`src/gtbp_clear.sv`:
```
// Clearing sequencer: after reset sweeps every table address once.
// Depends on nothing.
`default_nettype none

module gtbp_clear #(
  parameter int ADDR_BITS = 12
) (
  input  wire logic                 clk,
  input  wire logic                 rst,
  output logic                      active,
  output logic      [ADDR_BITS-1:0] addr
);

  typedef enum logic [1:0] {
    CLR_RUN  = 2'b01,
    CLR_DONE = 2'b10
  } clr_state_t;

  clr_state_t state;
  clr_state_t state_next;

  always_comb begin
    state_next = state;
    case (state)
      CLR_RUN: begin
        if (addr == '1) begin
          state_next = CLR_DONE;
        end
      end
      CLR_DONE: state_next = CLR_DONE;
      default:  state_next = CLR_RUN;
    endcase
  end

  always_ff @(posedge clk) begin
    if (rst) begin
      state <= CLR_RUN;
      addr  <= '0;
    end else begin
      state <= state_next;
      if (state == CLR_RUN) begin
        addr <= addr + 1'b1;
      end
    end
  end

  assign active = (state == CLR_RUN);

endmodule

`default_nettype wire

```
`config.mk`:
```
export PLATFORM = sky130hd
export DESIGN_NAME = gtbp_clear
export DESIGN_NICKNAME = d
export VERILOG_FILES = /design/src/gtbp_clear.sv
export SDC_FILE = /design/constraint.sdc
export NUM_CORES = 1
export LEC_CHECK = 0
export BUFFER_PORTS_ARGS = -buffer_cell sky130_fd_sc_hd__buf_2
export CAP_MARGIN = 20
export CORE_AREA = 2 2 39 41
export DETAILED_ROUTE_END_ITERATION = 6
export DIE_AREA = 0 0 41 43
export GPL_TIMING_DRIVEN = 0
export PLACE_DENSITY_LB_ADDON = 0.15
export REMOVE_ABC_BUFFERS = 1
export SETUP_SLACK_MARGIN = 0.5
export SKIP_LAST_GASP = 1
export SYNTH_ARGS = -nofsm -noshare
export SYNTH_HDL_FRONTEND = slang
export SYNTH_SLANG_ARGS = --single-unit
```
`constraint.sdc`:
```
create_clock -name clk -period 3.05 [get_ports clk]
set_input_delay 0.305 -clock clk [delete_from_list [all_inputs] [get_ports clk]]
set_output_delay 0.305 -clock clk [all_outputs]
set_load 0.05 [all_outputs]
```
==> reports/qor.yml, run 1 <==
global_route:
  grt_max_degree: 16
  grt_use_total: 0.158
  grt_remaining_overflow: 0
  antenna_found_initial: 0
  grt_pass1_wl_um: 1890
  grt_pass1_vias: 456
final_layout:
  nets: 88
  regArea_sq_um: 280
  syn_to_final_growth_pct: 15.3
  final_layout_size_suffix_gt1_frac: 0.280
  num_antenna_cells: 0
  fill_cells: 131
  multiInputGateArea_sq_um: 358
  final_cell_count_no_fill: 98
clock_tree:
  cts_resized: 0
  cts_buffer_depth: 2
  root_buffer: "clkbuf_4"
  cts_tree: "built"
  cts_buffers: 3
  clk_latency_ns: 0.28
  htree_num_levels: 1
  clkTransAtPathRegs_ns: 0.08
  hold_buffers: 0
  cts_setup_buffers: 0
  cts_sinks: 14
critical_path:
  rr_startpoint: "state[1]"
  worstSetupStartpoint: "state[1]"
  reg2reg_to: "addr[11]"
  critPathCaptureType: "output pin"
  cpPeakStageDelay_ns: 0.41
  reg2reg_slack_ns: 1.44
  rr_worst_depth: 6
  path_class: "register to output pin"
  critical_path.cell_chain: "inv_1, ha_1, buf_2"
  cp.arrival_ns: 1.40
  cp_max_fo: 8
  cp_slowest_cell: "ha_1"
  startpoint_type: "register"
  crit_required_ns: 2.74
min_path:
  min_from: "rst"
  hold_depth: 2
  hp-class: "input pin to register"
  holdPathEnd: "addr[8]"
placement:
  io_buffer_count: 14
  routabilityCongestion: 0.610
  pre_cts_ws_ns: 1.44
  hpwl_um: 788
  place_inst: 95
yosys:
  synth_area_sq_um: 661
  synth-seq-area-share: 0.424
  synth_area_leaders: "dfxtp_1 (42%), xnor2_1 (9.3%), nor2_1 (6.8%)"
  syn_area_per_cell_sq_um: 9.86
  synth_ff_type: "dfxtp_1"
  ys_warn_count: 0
  postSynthCellCount: 67
  yosysMostFrequentCell: "dfxtp_1"
  ys_ff_latch: 14
  synth_top_cell_by_area: "dfxtp_1"
  synth_top_area_share: 0.424
  synth.distinct_cells: 22
  synth_edf_count: 0
  async_flop_share: 0
  synth_commonest_cells: "dfxtp_1 (14), nor2_1 (12), xnor2_1 (7)"
sta:
  min_period_over_period: 0.560
  min_period_ns: 1.71
  timing.slew.headroom: 0.718
  holdWs_ns: 0.370
  post-route-worst-setup-slack_ns: 1.34
  fmax_ghz: 0.585
  worst_pin_slew_ns: 0.422
  setup-tns-final_ns: 0
  rsz0062_at_grt: "no"
  skew_ns: 0.00181
  setup_viol: 0
  hold_violations: 0
  drv_slew: 0
run_status:
  status: "completed"
detailed_routing:
  ant_nets: 0
  drt_iter0_markers: 3
  vias: 494
  vias_per_cell: 5.04
  wl_per_cell_um: 11.3
  dr.pass1.iters: 4
  drc: 0
  wl_um: 1110
die:
  design.die.area_sq_mm: 0.00176
  die_x_um: 41
  rows: 14
  start_util: 0.477
  ios: 15
  core_sq_mm: 0.00138
  die_h_um: 43
power_and_ir_drop:
  p_per_area_mw_per_mm2: 664
  finalPower_uw: 506
  ir_drop_mv: 0.401
  p_leak_nw: 0.325
flow_run:
  max_cap_viol_count: 0
==> worst max-delay path, delay by kind of cell, from the launching register on <==
family | cells | cell delay [ns]
adders and majority gates | 1 | 0.41
buffers and inverters | 2 | 0.42
DFF | 1 | 0.30
==> routing by layer <==
| metal | routed length [um] | up-vias | part of all wire | global-route usage |
|---|---|---|---|---|
| met5 | 0 | - | 0 | 0 |
| met4 | 27 | 0 | 0.024 | 0.100 |
| met3 | 53 | 4 | 0.048 | 0.0314 |
| met2 | 475 | 12 | 0.43 | 0.219 |
| met1 | 550 | 220 | 0.50 | 0.213 |
| li1 | - | 258 | - | - |
==> final cells by class <==
cell class | instances | share of cell area
repair buffers | 14 | 0.0920
well taps | 16 | 0.0263
clock buffers | 3 | 0.0296
multi-input cells | 48 | 0.470
inverters | 3 | 0.0148
flip-flops and latches | 14 | 0.368
==> cells in the final DEF, fill, tap and decap left out, drive strengths merged <==
cell type,synthesis,routed
o31a,1,1
o31ai,1,1
nand2,5,5
ha,2,2
inv,3,3
clkbuf,1,3
a21oi,1,1
mux2i,1,1
o21ai,1,1
dfxtp,14,14
o41ai,1,1
nand3,3,3
xor2,3,3
nor2,12,12
or3,1,1
nand4,3,3
nor3,4,4
nor4,2,2
xnor2,7,7
buf,1,14
==> power breakdown <==
part	switching, mW	total [mW]	internal [mW]
registers	0.0228	0.226	0.203
logic	0.119	0.176	0.0578
clock network	0.0582	0.104	0.0458
total	0.199	0.506	0.306
==> per-stage QoR <==
| stage | instance area, sq um | utilization |
|---|---|---|
| after floorplan | 649 | - |
| after global placement | 739 | 0.534 |
| after detailed placement | 739 | 0.534 |
| after CTS | 762 | 0.551 |
| after global routing | 762 | 0.551 |
| final | 762 | 0.551 |
==> sequential cells by signal, summed over array words and instances, names as in the netlist <==
register	cells
addr	12
state	2
==> cells by family after synthesis <==
kind of cell,count (synthesis),synth area share
flops,14,0.424
mux,1,0.0152
compound gates,5,0.0814
fa+ha+maj,2,0.0379
xor+xnor,10,0.133
simple gates,30,0.275
buf+inv,5,0.0341
==> how the worst max path moves through the flow <==
stage	endpoint	slack (ns)	cells after the start
5_1_grt	active	1.28	3
4_1_cts	active	1.34	3
3_3_place_gp	addr[11]	1.45	6
3_5_place_dp	addr[10]	1.44	6
6_report	active	1.34	3
2_1_floorplan	addr[10]	1.22	6
Note: power is estimated with default switching activity, not from simulation.
==> run 2, diff against run 1 <==
CORE_AREA = not set   (was 2 2 39 41)
CORE_UTILIZATION = 50   (was not set)
DIE_AREA = not set   (was 0 0 41 43)
clock period = 1.7 ns   (was 3.05 ns; I/O delays follow)
==> reports/qor.yml, run 2 (same netlist as run 1, synthesis figures left out) <==
run_status:
  status: "completed"
sta:
  drv_slew: 0  # unchanged
  fmax_ghz: 0.758
  min_period_over_period: 0.776
  timing.slew.headroom: 0.786  # +0.0674
  holdWs_ns: 0.243  # -0.127 ns
  setup-tns-final_ns: 0  # unchanged
  rsz0062_at_grt: "yes"
  min_period_ns: 1.32
  hold_violations: 0  # unchanged
  setup_viol: 0  # unchanged
  skew_ns: 0.00310  # +0.00128 ns
  worst_pin_slew_ns: 0.320  # -0.102 ns
die:
  die_x_um: 38.4  # -6.5%
  start_util: 0.564  # +0.0867
  core_sq_mm: 0.00117  # -15%
  design.die.area_sq_mm: 0.00147  # -17%
  ios: 15  # unchanged
  rows: 12  # -2
  die_h_um: 38.4  # -11%
critical_path:
  rr_startpoint: "addr[7]"
  cp_max_fo: 5  # -3
  reg2reg_to: "state[0]"
  crit_required_ns: 1.53  # -1.21 ns
  cp.arrival_ns: 1.15  # -0.25 ns
  startpoint_type: "register"
  critPathCaptureType: "output pin"
  reg2reg_slack_ns: 0.39  # -1.05 ns
  rr_worst_depth: 4  # -2
  path_class: "register to output pin"
final_layout:
  num_antenna_cells: 0  # unchanged
  layout_commonest_cell: "buf_4"
  layout_common_cells: "buf_4 (18), nor2_1 (12), buf_2 (9), xnor2_1 (7), dfxtp_4 (7)"
  top_register: "addr"
  nets: 104  # +18%
  largest_reg_flops: 12  # unchanged
  final_layout_size_suffix_gt1_frac: 0.616  # +0.336
  multiInputGateArea_sq_um: 472  # +32%
  syn_to_final_growth_pct: 59.5
  final_cell_count_no_fill: 113  # +15%
  reg_top3: "addr x12, state x2"
  fill_cells: 51  # -61%
  final_area_sq_mm: 0.00105  # +38%
  regArea_sq_um: 310  # +11%
power_and_ir_drop:
  combPwrFrac: 0.437  # +0.088
  seqPwrFrac: 0.352  # -0.094
  ir_drop_mv: 0.865  # +120%
  power.share.clock: 0.211  # +0.006
  p_sw_uw: 441  # +120%
  swShare: 0.377  # -0.0171
  p_leak_nw: 0.471  # +45%
  p_per_area_mw_per_mm2: 1110  # +67%
  finalPower_mw: 1.17  # +130%
  intPower_uw: 728  # +140%
placement:
  place_inst: 93  # -2.1%
  placed_cell_area_sq_um: 737  # -0.34%
  routabilityCongestion: 0.677  # +11%
  io_buffer_count: 14  # unchanged
  hpwl_um: 835  # +6.0%
clock_tree:
  cts_buffers: 3  # unchanged
  clk_latency_ns: 0.28  # about the same
  htree_num_levels: 1  # unchanged
  cts_buffer_depth: 2  # unchanged
  clkTransAtPathRegs_ns: 0.10  # +0.02 ns
  cts_sinks: 14  # unchanged
  cts_tree: "built"
  root_buffer: "clkbuf_4"
detailed_routing:
  vias_per_cell: 5.45  # +8.1%
  ant_nets: 0  # unchanged
  vias: 616  # +25%
  drc: 0  # unchanged
  dr.pass1.iters: 4  # unchanged
  wl_per_cell_um: 15.6  # +38%
  drt_iter0_markers: 31  # +28
  wl_um: 1760  # +59%
min_path:
  holdPathEnd: "addr[0]"
  min_from: "rst"
  hp-class: "input pin to register"
  hold_depth: 2  # unchanged
flow_run:
  max_cap_viol_count: 0  # unchanged
global_route:
  grt_pass1_wl_um: 2480  # +31%
  grt_remaining_overflow: 0  # unchanged
  grt_max_degree: 16  # unchanged
  grt_use_total: 0.248  # +0.0900
  antenna_found_initial: 0  # unchanged
  grt_pass1_vias: 541  # +19%
## run 2: cell count changes in the layout (fill, tap and decap cells not counted), sizes merged
| cell | previous run | this run |
|---|---|---|
| buf | 14 | 28 |
| clkbuf | 3 | 6 |
## run 2: through the flow
stage	worst slack [ns]	util
after CTS	0.375	0.771
after floorplan	-0.134	-
final	0.380	0.900
after detailed placement	0.0812	0.629
after global placement	0.108	0.629
after global routing	0.303	0.900
## run 2: final cells by class
cell class / count / area share
flip-flops and latches: 14 / 0.295
repair buffers: 30 / 0.196
multi-input cells: 48 / 0.448
well taps: 14 / 0.0166
inverters: 3 / 0.0107
clock buffers: 4 / 0.0344
## run 2: worst max path at each step
stage | startpoint | to | slack, ns | cells past startpoint
floorplan | state[1] | addr[10] | -0.13 | 6
global placement | state[1] | addr[11] | 0.11 | 6
detailed placement | state[1] | addr[8] | 0.08 | 6
CTS | addr[1] | state[0] | 0.37 | 5
global route | addr[7] | state[0] | 0.30 | 4
finish | state[1] | active | 0.38 | 4
## run 2: layer usage
metal,wire length [um],vias to the layer above,global-route usage
met2,919,23,0.445
met4,4,0,0.103
met1,734,292,0.289
li1,-,299,-
met3,101,2,0.0349
met5,0,-,0
## run 2: power groups by stage
stage | clock (mW) | sequential [mW] | combinational [mW]
floorplan | 0 | 0.483 | 0.190
global placement | 0 | 0.412 | 0.314
detailed placement | 0 | 0.413 | 0.322
CTS | 0.246 | 0.411 | 0.462
global route | 0.262 | 0.412 | 0.543
finish | 0.247 | 0.411 | 0.511
## run 2: worst max-delay path: stages, from the launching register on
cell     delay [ns]
dfxtp_1        0.35
inv_2          0.06
ha_4           0.18
buf_4          0.14
buf_6          0.14
## run 2: repair_timing
action                                  in CTS  in global routing
endpoints found under the hold margin        0                  0
hold buffers                                 0                  0
resized for setup                           22                 24
pin swaps                                    5                 10
endpoints found under the setup margin      17                 17
buffers inserted                             6                 10
